**src/rtl/paired_page_table_mapper_macros.svh**
```systemverilog
// Assertion macros for the paired page table mapper.
// Each macro expects a clock named clk and an active-low reset named arst_n in scope.
`ifndef PAIRED_PAGE_TABLE_MAPPER_MACROS_SVH
`define PAIRED_PAGE_TABLE_MAPPER_MACROS_SVH

// The consequent must hold in the same cycle as the antecedent.
`define PPTM_ASSERT_NOW(lbl, ante, cons, msg) \
	lbl: assert property (@(posedge clk) disable iff (!arst_n) (ante) |-> (cons)) \
		else $error(msg);

// The consequent must hold in the cycle after the antecedent.
`define PPTM_ASSERT_NEXT(lbl, ante, cons, msg) \
	lbl: assert property (@(posedge clk) disable iff (!arst_n) (ante) |=> (cons)) \
		else $error(msg);

`endif

```
**src/rtl/pptm_pkg.sv**
```systemverilog
// Shared types and constants of the paired page table mapper.
// Used by the table cell and the top level; depends on nothing else.
package pptm_pkg;

	localparam int TABLE_DEPTH = 256;
	localparam int IDX_W       = (TABLE_DEPTH > 1) ? $clog2(TABLE_DEPTH) : 1;
	localparam int CNT_W       = $clog2(TABLE_DEPTH + 1);
	localparam int SLOT_W      = 8;
	localparam int TAG_W       = 19;
	localparam int FRAME_W     = 20;
	localparam int SPACE_W     = 8;
	localparam int ENTRY_W     = TAG_W + SPACE_W;
	localparam int HALF_W      = FRAME_W + 2;
	localparam int TAG_LSB     = 13;
	localparam int FRAME_LSB   = 12;
	localparam int ODD_BIT     = 12;

	localparam logic REQ_MAP   = 1'b0;
	localparam logic REQ_DIRTY = 1'b1;

	typedef enum logic [1:0] {
		STAT_OK       = 2'd0,
		STAT_MAPPED   = 2'd1,
		STAT_FULL     = 2'd2,
		STAT_UNMAPPED = 2'd3
	} status_t;

	// Request fields held for the whole search and seen by every cell.
	typedef struct packed {
		logic               req_type;
		logic [TAG_W-1:0]   tag;
		logic               odd;
		logic [FRAME_W-1:0] frame;
		logic               we;
	} req_t;

	// Search token handed from cell to cell.
	typedef struct packed {
		logic              valid;
		logic              done;
		status_t           status;
		logic [SLOT_W-1:0] slot;
		logic [IDX_W-1:0]  idx;
		logic [CNT_W-1:0]  rem;
		logic              appended;
	} tok_t;

endpackage

```
**src/rtl/pptm_cell.sv**
```systemverilog
// One entry of the page table together with its stage of the search chain.
// Depends on pptm_pkg for the request and token types.
module pptm_cell
	import pptm_pkg::*;
(
	input  logic               clk,
	input  logic               arst_n,
	input  req_t               req,
	input  logic [SPACE_W-1:0] space_id,
	input  tok_t               tok_in,
	output tok_t               tok_out
);

	logic [ENTRY_W-1:0] tag_q;
	logic [HALF_W-1:0]  even_q;
	logic [HALF_W-1:0]  odd_q;
	tok_t               tok_q;

	logic              in_use;
	logic              match;
	logic [HALF_W-1:0] cur_half;
	logic [HALF_W-1:0] new_half;
	logic              wr_hit;
	logic              wr_new;
	tok_t              nxt;

	always_comb begin
		in_use   = (tok_in.rem != '0);
		match    = in_use && (tag_q[ENTRY_W-1:SPACE_W] == req.tag);
		cur_half = req.odd ? odd_q : even_q;
		nxt      = tok_in;
		nxt.idx  = IDX_W'(tok_in.idx + 1'b1);
		nxt.rem  = in_use ? CNT_W'(tok_in.rem - 1'b1) : '0;
		wr_hit   = 1'b0;
		wr_new   = 1'b0;
		new_half = {req.frame, req.we, 1'b1};
		if (tok_in.valid && !tok_in.done) begin
			if (match) begin
				nxt.done = 1'b1;
				if (req.req_type == REQ_MAP) begin
					if (cur_half[0]) begin
						nxt.status = STAT_MAPPED;
					end else begin
						nxt.status = STAT_OK;
						nxt.slot   = SLOT_W'(tok_in.idx);
						wr_hit     = 1'b1;
					end
				end else begin
					if (!cur_half[0]) begin
						nxt.status = STAT_UNMAPPED;
					end else begin
						nxt.status = STAT_OK;
						nxt.slot   = SLOT_W'(tok_in.idx);
						new_half   = {cur_half[HALF_W-1:2], req.we, cur_half[0]};
						wr_hit     = 1'b1;
					end
				end
			end else if (!in_use && (req.req_type == REQ_MAP)) begin
				nxt.done     = 1'b1;
				nxt.status   = STAT_OK;
				nxt.slot     = SLOT_W'(tok_in.idx);
				nxt.appended = 1'b1;
				wr_new       = 1'b1;
			end
		end
	end

	always_ff @(posedge clk) begin
		if (wr_hit) begin
			if (req.odd) begin
				odd_q <= new_half;
			end else begin
				even_q <= new_half;
			end
		end else if (wr_new) begin
			tag_q  <= {req.tag, space_id};
			odd_q  <= req.odd ? new_half : '0;
			even_q <= req.odd ? '0 : new_half;
		end
	end

	always_ff @(posedge clk or negedge arst_n) begin
		if (!arst_n) begin
			tok_q <= '0;
		end else begin
			tok_q <= nxt;
		end
	end

	assign tok_out = tok_q;

endmodule

```
**config.mk**
```make
export PLATFORM = sky130hd
export DESIGN_NAME = pptm_cell
export DESIGN_NICKNAME = d
export VERILOG_FILES = /design/src/rtl/paired_page_table_mapper_macros.svh /design/src/rtl/pptm_pkg.sv /design/src/rtl/pptm_cell.sv
export SDC_FILE = /design/constraint.sdc
export NUM_CORES = 1
export LEC_CHECK = 0
export ABC_AREA = 1
export BUFFER_PORTS_ARGS = -buffer_cell sky130_fd_sc_hd__buf_2
export CORE_ASPECT_RATIO = 1.4
export CORE_UTILIZATION = 53
export DETAILED_ROUTE_END_ITERATION = 8
export GPL_TIMING_DRIVEN = 0
export PLACE_DENSITY = 0.86
export SYNTH_ARGS = -nofsm -noshare
export SYNTH_HDL_FRONTEND = slang
export SYNTH_SLANG_ARGS = --single-unit
```
**constraint.sdc**
```tcl
create_clock -name clk -period 4.01 [get_ports clk]
set_input_delay 0.401 -clock clk [delete_from_list [all_inputs] [get_ports clk]]
set_output_delay 0.401 -clock clk [all_outputs]
set_load 0.02 [all_outputs]
```
==> results.sh, run 1 <==
export IMPL_status="finished, final reports clean"
export IMPL_peakVddDrop_uv=172
export IMPL_yosysTopAreaCellShare_pct=26.4
export IMPL_die_x_um=63.9
export IMPL_whs_ps=130
export IMPL_syn_area_um2=2850
export IMPL_clkPwrFrac_pct=32.0
export IMPL_synth_largest_area_cell="dfrtp_1"
export IMPL_finish_utilization_pct=66.9
export IMPL_maxSlewHeadroom_pct=54.6
export IMPL_ys_ff_latch=51
export IMPL_drt_total_wl_um=6230
export IMPL_die_h_um=88.7
export IMPL_end_kind="flip-flop"
export IMPL_crit_type="input pin to flip-flop"
export IMPL_period_needed_ps=2110
export IMPL_cp_arrival_ps=2140
export IMPL_num_antenna_cells=0
export IMPL_cp_required_ps=4040
export IMPL_hold_violations=0
export IMPL_setup_viol=0
export IMPL_post_place_ws_ps=1540
export IMPL_h_tree_depth=2
export IMPL_drv_slew=0
export IMPL_ant_nets=0
export IMPL_layout_setup_ws_ps=1900
export IMPL_num_vias=2566
export IMPL_syn_avg_cell_area_um2=7.82
export IMPL_port_buffers=82
export IMPL_clock_sinks=51
export IMPL_mostFrequentLayoutCells="nand2_1 (116), buf_2 (88), inv_1 (54), nor2_1 (30), dfrtp_1 (30)"
export IMPL_cts_hold_buffers=0
export IMPL_r2r_start="tag_q[11]"
export IMPL_clock_latency_ps=310
export IMPL_synthTopCellsByArea="dfrtp_1 (26%), edfxtp_1 (22%), nand2_1 (15%)"
export IMPL_dpl_hpwl_um=4850
export IMPL_start_util_pct=55.2
export IMPL_fin_crit_sh_pct=52.6
export IMPL_r2r_end="even_q[0]"
export IMPL_setup_tns_ps=0
export IMPL_fin_skew_ps=9.13
export IMPL_grt_pass1_wl_um=10300
export IMPL_core_area_um2=5160
export IMPL_p_seq_share_pct=51.6
export IMPL_io_pins=112
export IMPL_r2r_cells=9
export IMPL_final_common_cell="nand2_1"
export IMPL_die_area_um2=5670
export IMPL_ys_warn_count=0
export IMPL_power_density_nw_per_um2=320
export IMPL_crit_path_max_fanout=21
export IMPL_grt_pass1_vias=2388
export IMPL_numCtsBuffers=5
export IMPL_cts_resized_gates=0
export IMPL_combPwrFrac_pct=16.4
export IMPL_grt_max_degree=31
export IMPL_antenna_found_initial=0
export IMPL_dr_pass1_iters=4
export IMPL_cts_root_buf="clkbuf_8"
export IMPL_p_int_uw=817
export IMPL_grt_usage_pct=23.5
export IMPL_start_kind="input pin"
export IMPL_clkTransAtPathRegs_ps=90
export IMPL_netlist_instances=364
export IMPL_cts_setup_buffers=0
export IMPL_rsz0062_at_grt="no"
export IMPL_n_fill_cell=452
export IMPL_syn_nets=449
export IMPL_hold_class="input pin to async pin"
export IMPL_drc_errors=0
export IMPL_area_delta_synth_final_pct=21.2
export IMPL_power_switching_uw=288
export IMPL_drt_initial_drc_count=129
export IMPL_tightest_slew_ps=681
export IMPL_routedWlPerCell_um=12.0
export IMPL_gp_congestion=0.890
export IMPL_drive_gt1_share_pct=25.6
export IMPL_globalRouteOverflowTotal=0
export IMPL_avgViaCountPerCell=4.93
export IMPL_yosys_cell_types_count=29
export IMPL_cts_max_path_buffers=2
export IMPL_fin_nets=538
export IMPL_switching_share_pct=26.1
export IMPL_regToRegSetupSlack_ps=2320
export IMPL_cts_tree="built"
export IMPL_placementRows=31
export IMPL_drv_cap=0
export IMPL_p_leak_uw=0.00188
export IMPL_clock_fmax_mhz=474
export IMPL_yosysSeqAreaShare_pct=48.5
==> power by group through the flow <==
| stage | registers (uW) | logic [uW] | clock network (uW) |
|---|---|---|---|
| floorplan | 611 | 70.3 | 0 |
| global placement | 580 | 176 | 0 |
| detailed placement | 582 | 182 | 0 |
| CTS | 571 | 183 | 365 |
| global route | 572 | 203 | 386 |
| finish | 570 | 182 | 354 |
==> per-layer routing <==
layer / wire, um / GRT usage, % / up-vias / share of wire (%)
met5: 0 / 0 / - / 0
met4: 112 / 10.7 / 0 / 1.8
met3: 296 / 3.99 / 10 / 4.7
met2: 3260 / 43.5 / 75 / 52
met1: 2560 / 26.2 / 1168 / 41
li1: - / - / 1313 / -
==> state kept, by name, indices dropped and copies added, names as in the netlist <==
register and count:
tok_out 30, tag_q 19, even_q 1, odd_q 1
==> stage by stage <==
step,cell area (um2),total power [uW],std cells
final,3450,1110,520
after global routing,3450,1160,520
after CTS,3450,1120,520
after detailed placement,3340,764,512
after global placement,3340,757,512
after floorplan,2850,681,364
==> how the worst max path moves through the flow <==
stage / endpoint / startpoint / cells after the start
after global routing: odd_q[0] / tok_in[1] / 11
after detailed placement: odd_q[0] / tok_in[1] / 11
after global placement: odd_q[0] / tok_in[1] / 11
after floorplan: even_q[0] / tok_in[1] / 10
after CTS: odd_q[0] / tok_in[1] / 11
final: odd_q[0] / tok_in[1] / 11
==> cell families (layout without fill, tap and decap cells) <==
family	count (synthesis)	count (layout)	share of synthesized area, %
xor+xnor	9	9	2.77
compound gates	6	6	1.19
flops	51	51	48.5
simple gates	220	220	35.4
fa+ha+maj	3	3	1.32
buf+inv	75	165	10.8
==> area by class of cell <==
class	count	area, um2	share of cell area (%)
plain buffers	10	63.8	1.85
clock buffers	6	72.6	2.10
clock inverters	2	37.5	1.09
inverters	65	244	7.07
multi-input cells	238	1160	33.6
flip-flops and latches	51	1380	40.0
well taps	66	82.6	2.39
repair buffers	82	410	11.9
==> critical path: stages <==
cell and delay [ps]:
buf_2 100, inv_1 70, ha_1 240, nand3_2 100
nor2_2 160, buf_6 160, nand3_4 70, buf_6 170
nor2_4 460, inv_2 100, nand2_1 100
==> synthesized netlist by cell type (all sizes together) <==
master,n
nand2,124
inv,58
nor2,33
dfrtp,30
nand3,28
edfxtp,21
nand4,20
nand3b,10
buf,9
clkinv,7
xor2,7
ha,3
nor3,3
a21oi,2
o21ai,2
or2,2
xnor2,2
a31oi,1
clkbuf,1
o211ai,1
Note: power is estimated with default switching activity, not from simulation.
==> run 2, diff against run 1 <==
CORE_UTILIZATION = 44   (was 53)
PLACE_DENSITY = 0.76   (was 0.86)
clock period = 1.9 ns   (was 4.01 ns; I/O delays follow)
==> run 2 against run 1 <==
Compared with the run above:
- global-route usage fell by 3.3 points
- clock power grew 110%
- combinational power up 110%
- flip-flop and latch count stayed put
- cell count rose by 1.7%
- first-iteration DRC count up 6.2%
- sequential share of layout area decreased by 0.42 points
- clock-buffer cell count unchanged
- critical endpoint is now tag_q[12]
==> results.sh, run 2 (synthesis results as in run 1) <==
export IMPL_final_common_cell="nand2_1"
export IMPL_io_pins=112
export IMPL_power_switching_uw=607
export IMPL_cp_required_ps=1850
export IMPL_h_tree_depth=2
export IMPL_period_needed_ps=1770
export IMPL_setup_viol=0
export IMPL_crit_type="input pin to flip-flop"
export IMPL_drv_slew=0
export IMPL_avgViaCountPerCell=4.89
export IMPL_cts_root_buf="clkbuf_8"
export IMPL_p_int_uw=1730
export IMPL_drive_gt1_share_pct=25.8
export IMPL_n_fill_cell=602
export IMPL_mostFrequentLayoutCells="nand2_1 (116), buf_2 (88), inv_1 (54), dfrtp_1 (30), nor2_1 (29)"
export IMPL_path_cells="buf_2 > inv_1 > ha_1 > nand3_2 > nor2_2 > buf_6 > nand3_4 > buf_6 > nor2_2"
export IMPL_routedWlPerCell_um=12.1
export IMPL_fin_skew_ps=10.7
export IMPL_maxSlewHeadroom_pct=53.6
export IMPL_cp_top_family="simple AND/OR/NAND/NOR gates"
export IMPL_grt_pass1_vias=2512
export IMPL_p_leak_uw=0.00189
export IMPL_cts_setup_buffers=0
export IMPL_area_delta_synth_final_pct=22.5
export IMPL_antenna_found_initial=0
export IMPL_r2r_start="tag_q[20]"
export IMPL_setup_tns_ps=0
export IMPL_drc_errors=0
export IMPL_die_h_um=97.2
export IMPL_ant_nets=0
export IMPL_die_area_um2=6800
export IMPL_switching_share_pct=26.0
export IMPL_crit_end="tag_q[12]"
export IMPL_gp_congestion=0.864
export IMPL_cts_tree="built"
export IMPL_start_kind="input pin"
export IMPL_regToRegSetupSlack_ps=280
export IMPL_cp_depth=9
export IMPL_cp_arrival_ps=1730
export IMPL_crit_path_max_fanout=11
export IMPL_crit_slowest_cell="nor2_2"
export IMPL_dpl_hpwl_um=4890
export IMPL_num_vias=2589
export IMPL_numCtsBuffers=5
export IMPL_largest_reg_flops=30
export IMPL_grt_pass1_wl_um=11100
export IMPL_stdcell_area_um2=3490
export IMPL_hold_violations=0
export IMPL_status="finished, final reports clean"
export IMPL_core_area_um2=6210
export IMPL_r2r_end="odd_q[0]"
export IMPL_total_power_uw=2330
export IMPL_die_x_um=70.0
export IMPL_power_density_nw_per_um2=670
export IMPL_final_cells=529
export IMPL_grt_max_degree=31
export IMPL_placed_cells=518
export IMPL_r2r_cells=9
export IMPL_clock_sinks=51
export IMPL_drt_initial_drc_count=137
export IMPL_clock_latency_ps=300
export IMPL_grt_usage_pct=20.2
export IMPL_num_antenna_cells=0
export IMPL_start_util_pct=45.8
export IMPL_port_buffers=82
export IMPL_dr_pass1_iters=4
export IMPL_hold_class="input pin to flip-flop"
export IMPL_combPwrFrac_pct=16.6
export IMPL_drv_cap=0
export IMPL_end_kind="flip-flop"
export IMPL_placementRows=34
export IMPL_cts_max_path_buffers=2
export IMPL_clkPwrFrac_pct=31.9
export IMPL_cp_buffers_inverters=4
export IMPL_dpl_instance_area_um2=3350
export IMPL_globalRouteOverflowTotal=0
export IMPL_tightest_slew_ps=696
export IMPL_fin_crit_sh_pct=93.3
export IMPL_p_seq_share_pct=51.5
export IMPL_clkTransAtPathRegs_ps=90
export IMPL_fin_nets=541
export IMPL_clock_fmax_mhz=564
export IMPL_peakVddDrop_uv=390
export IMPL_drt_total_wl_um=6390
export IMPL_cp_startpoint="tok_in[1]"
export IMPL_rsz0062_at_grt="no"
export IMPL_slowest_delay_ps=410
run 2: changes by cell type in the layout (fill, tap and decap cells not counted):
cell           delta
dlygate4sd3_1     +2
nor2_2            +2
nor2_1            -1
run 2: timing repair:
action	CTS	global route
cloned	1	0
gates resized for setup	0	1
pin swaps	1	0
hold endpoints to repair	31	0
hold buffers	2	0
endpoints found under the setup margin	2	2
run 2: stage by stage:
stage,util [%],hold slack (ps),setup slack [ps]
2_1_floorplan,-,-106,64.3
3_3_place_gp,53.9,267,-317
3_5_place_dp,53.9,271,-360
4_1_cts,56.1,38.0,108
5_1_grt,56.1,47.8,5.70
6_report,56.1,57.0,127
run 2: layout make-up:
type / count / area (um2) / area share (%)
flip-flops and latches: 51 / 1380 / 39.6
clock inverters: 2 / 37.5 / 1.08
inverters: 65 / 244 / 7.00
multi-input cells: 239 / 1170 / 33.5
repair buffers: 84 / 430 / 12.3
clock buffers: 6 / 72.6 / 2.08
plain buffers: 10 / 63.8 / 1.83
well taps: 72 / 90.1 / 2.58
run 2: worst min path at each step:
stage / from / to / cells past startpoint
after floorplan: arst_n / tok_out[0] / 0
after global placement: arst_n / tok_out[6] / 1
after detailed placement: arst_n / tok_out[8] / 1
after CTS: tok_in[1] / tok_out[1] / 2
after global routing: tok_in[1] / tok_out[1] / 2
final: tok_in[1] / tok_out[1] / 2
run 2: power groups by stage:
stage | sequential [uW] | clock [uW] | combinational [uW]
final | 1200 | 745 | 388
after global routing | 1210 | 816 | 435
after CTS | 1200 | 772 | 389
after detailed placement | 1230 | 0 | 384
after global placement | 1230 | 0 | 373
after floorplan | 1290 | 0 | 148
run 2: metal layers:
layer | track usage [%] | vias up | share of wire (%)
met1 | 24.7 | 1168 | 41
li1 | - | 1319 | -
met3 | 2.49 | 15 | 4.8
met5 | 0 | - | 0
met4 | 8.62 | 0 | 2.8
met2 | 35.3 | 87 | 51
==> run 3, diff against run 2 <==
ABC_AREA = unset   (was 1)
CORE_UTILIZATION = 41   (was 44)
==> run 3 against run 2 <==
Compared with the run above:
- sequential share of layout area grew 6.5 points
- flip-flop and latch count is the same
- setup slack got worse by 300 ps
- synthesized area is 22% lower
- clock-buffer cell count decreased by 1
- clock power fell by 0.5%
- total power is 4.4% lower
- largest power group unchanged
- synthesized cell count is 56% lower
- sequential power barely moved
- the run now ends with setup timing left
- cell area is 14% lower
- maximum frequency is 14% lower
- register-to-register slack got worse by 450 ps
==> results.sh, run 3 <==
export IMPL_fin_skew_ps=5.60
export IMPL_numCtsBuffers=5
export IMPL_tightest_slew_ps=667
export IMPL_peakVddDrop_uv=550
export IMPL_hold_violations=0
export IMPL_period_needed_ps=2070
export IMPL_drc_errors=0
export IMPL_power_density_nw_per_um2=745
export IMPL_ys_top_cells_by_count="dfrtp_1 (30), edfxtp_1 (21), xor2_1 (18)"
export IMPL_whs_path_depth=1
export IMPL_synth_main_ff_cell="dfrtp_1"
export IMPL_yosysSeqAreaShare_pct=62.5
export IMPL_mostFrequentLayoutCells="buf_2 (83), dfrtp_1 (30), edfxtp_1 (21), xor2_1 (18), xnor2_1 (9)"
export IMPL_clock_latency_ps=300
export IMPL_synth_edff_count=21
export IMPL_failed_checks="setup timing"
export IMPL_synth_largest_area_cell="dfrtp_1"
export IMPL_num_antenna_cells=0
export IMPL_area_delta_synth_final_pct=35.4
export IMPL_grt_usage_pct=16.8
export IMPL_ant_nets=0
export IMPL_finish_utilization_pct=57.6
export IMPL_h_tree_depth=2
export IMPL_cts_tree="built"
export IMPL_crit_path_max_fanout=5
export IMPL_routedWlPerCell_um=13.6
export IMPL_seqCellArea_um2=1380
export IMPL_cp_depth=7
export IMPL_cp_required_ps=2080
export IMPL_start_kind="flip-flop"
export IMPL_layout_setup_ws_ps=-171
export IMPL_final_common_cell="buf_2"
export IMPL_multi_input_area_um2=867
export IMPL_netlist_instances=161
export IMPL_setup_viol=14
export IMPL_rsz0062_at_grt="yes"
export IMPL_clkTransAtPathRegs_ps=90
export IMPL_crit_type="flip-flop to flip-flop"
export IMPL_synth_simple_area_share_pct=12.6
export IMPL_start_util_pct=42.5
export IMPL_synthTopCellsByArea="dfrtp_1 (34%), edfxtp_1 (29%), xor2_1 (7.1%)"
export IMPL_grt_max_degree=31
export IMPL_syn_avg_cell_area_um2=13.7
export IMPL_yosys_cell_types_count=37
export IMPL_p_leak_uw=0.00132
export IMPL_synth_top_family_by_area="simple AND/OR/NAND/NOR gates"
export IMPL_r2r_cells=7
export IMPL_ys_ff_latch=51
export IMPL_end_kind="flip-flop"
export IMPL_num_vias=1564
export IMPL_async_flop_share_pct=58.8
export IMPL_yosysTopAreaCellShare_pct=34.0
export IMPL_hold_class="input pin to flip-flop"
export IMPL_largest_reg_flops=30
export IMPL_ys_warn_count=0
export IMPL_synth_compound_area_share_pct=6.79
export IMPL_n_fill_cell=456
export IMPL_path_cells="xor2_1 > nor4_2 > nand4_1 > buf_6 > o41ai_4 > buf_4 > mux2_2"
export IMPL_globalRouteOverflowTotal=0
export IMPL_cp_arrival_ps=2260
export IMPL_syn_area_um2=2210
export IMPL_status="finished with violations"
export IMPL_grt_pass1_vias=1552
export IMPL_synthAdderAreaFrac_pct=1.70
export IMPL_gp_congestion=0.750
export IMPL_die_x_um=64.1
export IMPL_synthMuxAreaShare_pct=4.53
export IMPL_dpl_hpwl_um=3270
export IMPL_regToRegSetupSlack_ps=-170
export IMPL_dpl_instance_area_um2=2750
export IMPL_cts_max_path_buffers=2
export IMPL_grt_pass1_wl_um=7150
export IMPL_fin_crit_sh_pct=109
export IMPL_cp_top_family="simple AND/OR/NAND/NOR gates"
export IMPL_maxSlewHeadroom_pct=55.6
export IMPL_dr_pass1_iters=4
export IMPL_cp_buffers_inverters=2
export IMPL_drive_gt1_share_pct=47.7
export IMPL_port_buffers=82
export IMPL_drt_initial_drc_count=63
export IMPL_die_area_um2=5690
export IMPL_fin_nets=344
export IMPL_core_area_um2=5200
export IMPL_syn_nets=246
export IMPL_stdcell_area_um2=2990
export IMPL_antenna_found_initial=0
export IMPL_crit_slowest_cell="edfxtp_1"
export IMPL_slowest_delay_ps=380
export IMPL_synth_xor_area_share_pct=10.7
export IMPL_placementRows=31
export IMPL_total_power_uw=2230
export IMPL_drv_slew=0
export IMPL_die_h_um=88.9
export IMPL_avgViaCountPerCell=4.80
export IMPL_io_pins=112
export IMPL_drt_total_wl_um=4420
export IMPL_cts_root_buf="clkbuf_8"
export IMPL_clock_sinks=51
export IMPL_clock_fmax_mhz=483
export IMPL_yosysMostFrequentCell="dfrtp_1"
export IMPL_drv_cap=0
run 3: cell types whose count changed after synthesis, sizes merged, moves of 8 or more:
cell / previous run / this run
inv: 58 / 5
mux2: 0 / 8
nand2: 124 / 6
nand3: 28 / 4
nand3b: 10 / 0
nand4: 20 / 2
nor2: 33 / 5
xor2: 7 / 18
run 3: per-layer routing:
metal	vias to the layer above	track usage, %	part of all wire (%)
met5	-	0	0
met4	0	7.02	1.7
met3	8	4.64	5.2
met2	54	29.4	53
met1	728	19.3	40
li1	774	-	-
run 3: layout make-up:
type                            instances  share of cell area (%)
Buffer                                  2                   0.334
Timing Repair Buffer                   91                    16.7
Inverter                                5                    1.34
Clock inverter                          3                    1.46
Multi-Input combinational cell        103                    29.0
Tap cell                               66                    2.76
Clock buffer                            5                    2.30
Sequential cell                        51                    46.2
run 3: power by group:
group | internal, uW | switching [uW] | total [uW]
sequential | 1190 | 8.84 | 1200
combinational | 121 | 172 | 294
clock | 392 | 349 | 741
total | 1700 | 530 | 2230
run 3: stage by stage:
step	setup WS (ps)	TNS (ps)	hold slack [ps]	cells
floorplan	-184	-3430	-106	161
global placement	-630	-15090	251	309
detailed placement	-659	-15840	264	309
CTS	-164	-1500	13.6	324
global route	-248	-2580	9.48	326
finish	-171	-1450	25.6	326
run 3: path summary, 6_finish.rpt:
check,to,start
max,tok_out[24],tag_q[20]
min,tok_out[29],tok_in[29]
max reg2reg,tok_out[24],tag_q[20]
min reg2reg,tok_out[28],tag_q[23]
max in group asynchronous,tok_out[9],arst_n
min in group asynchronous,tok_out[24],arst_n
run 3: worst reg2reg max path: stages, from the launching register on:
cell and delay [ps]:
edfxtp_1 380, xor2_1 170, nor4_2 320, nand4_1 160
buf_6 170, o41ai_4 210, buf_4 210, mux2_2 350
run 3: kinds of logic after synthesis:
family                     after synthesis
adders and majority gates                3
AOI/OAI and AO/OA                       19
buffers and inverters                    7
muxes                                    9
xor gates and xnor gates                27
DFF                                     51
and+or+nand+nor                         45
run 3: repair_timing:
action | CTS | global route
buffers inserted | 6 | 2
resized for setup | 3 | 9
setup endpoints to repair | 33 | 23
hold endpoints to repair | 30 | 0
pin swaps | 4 | 6
hold buffers | 1 | 0
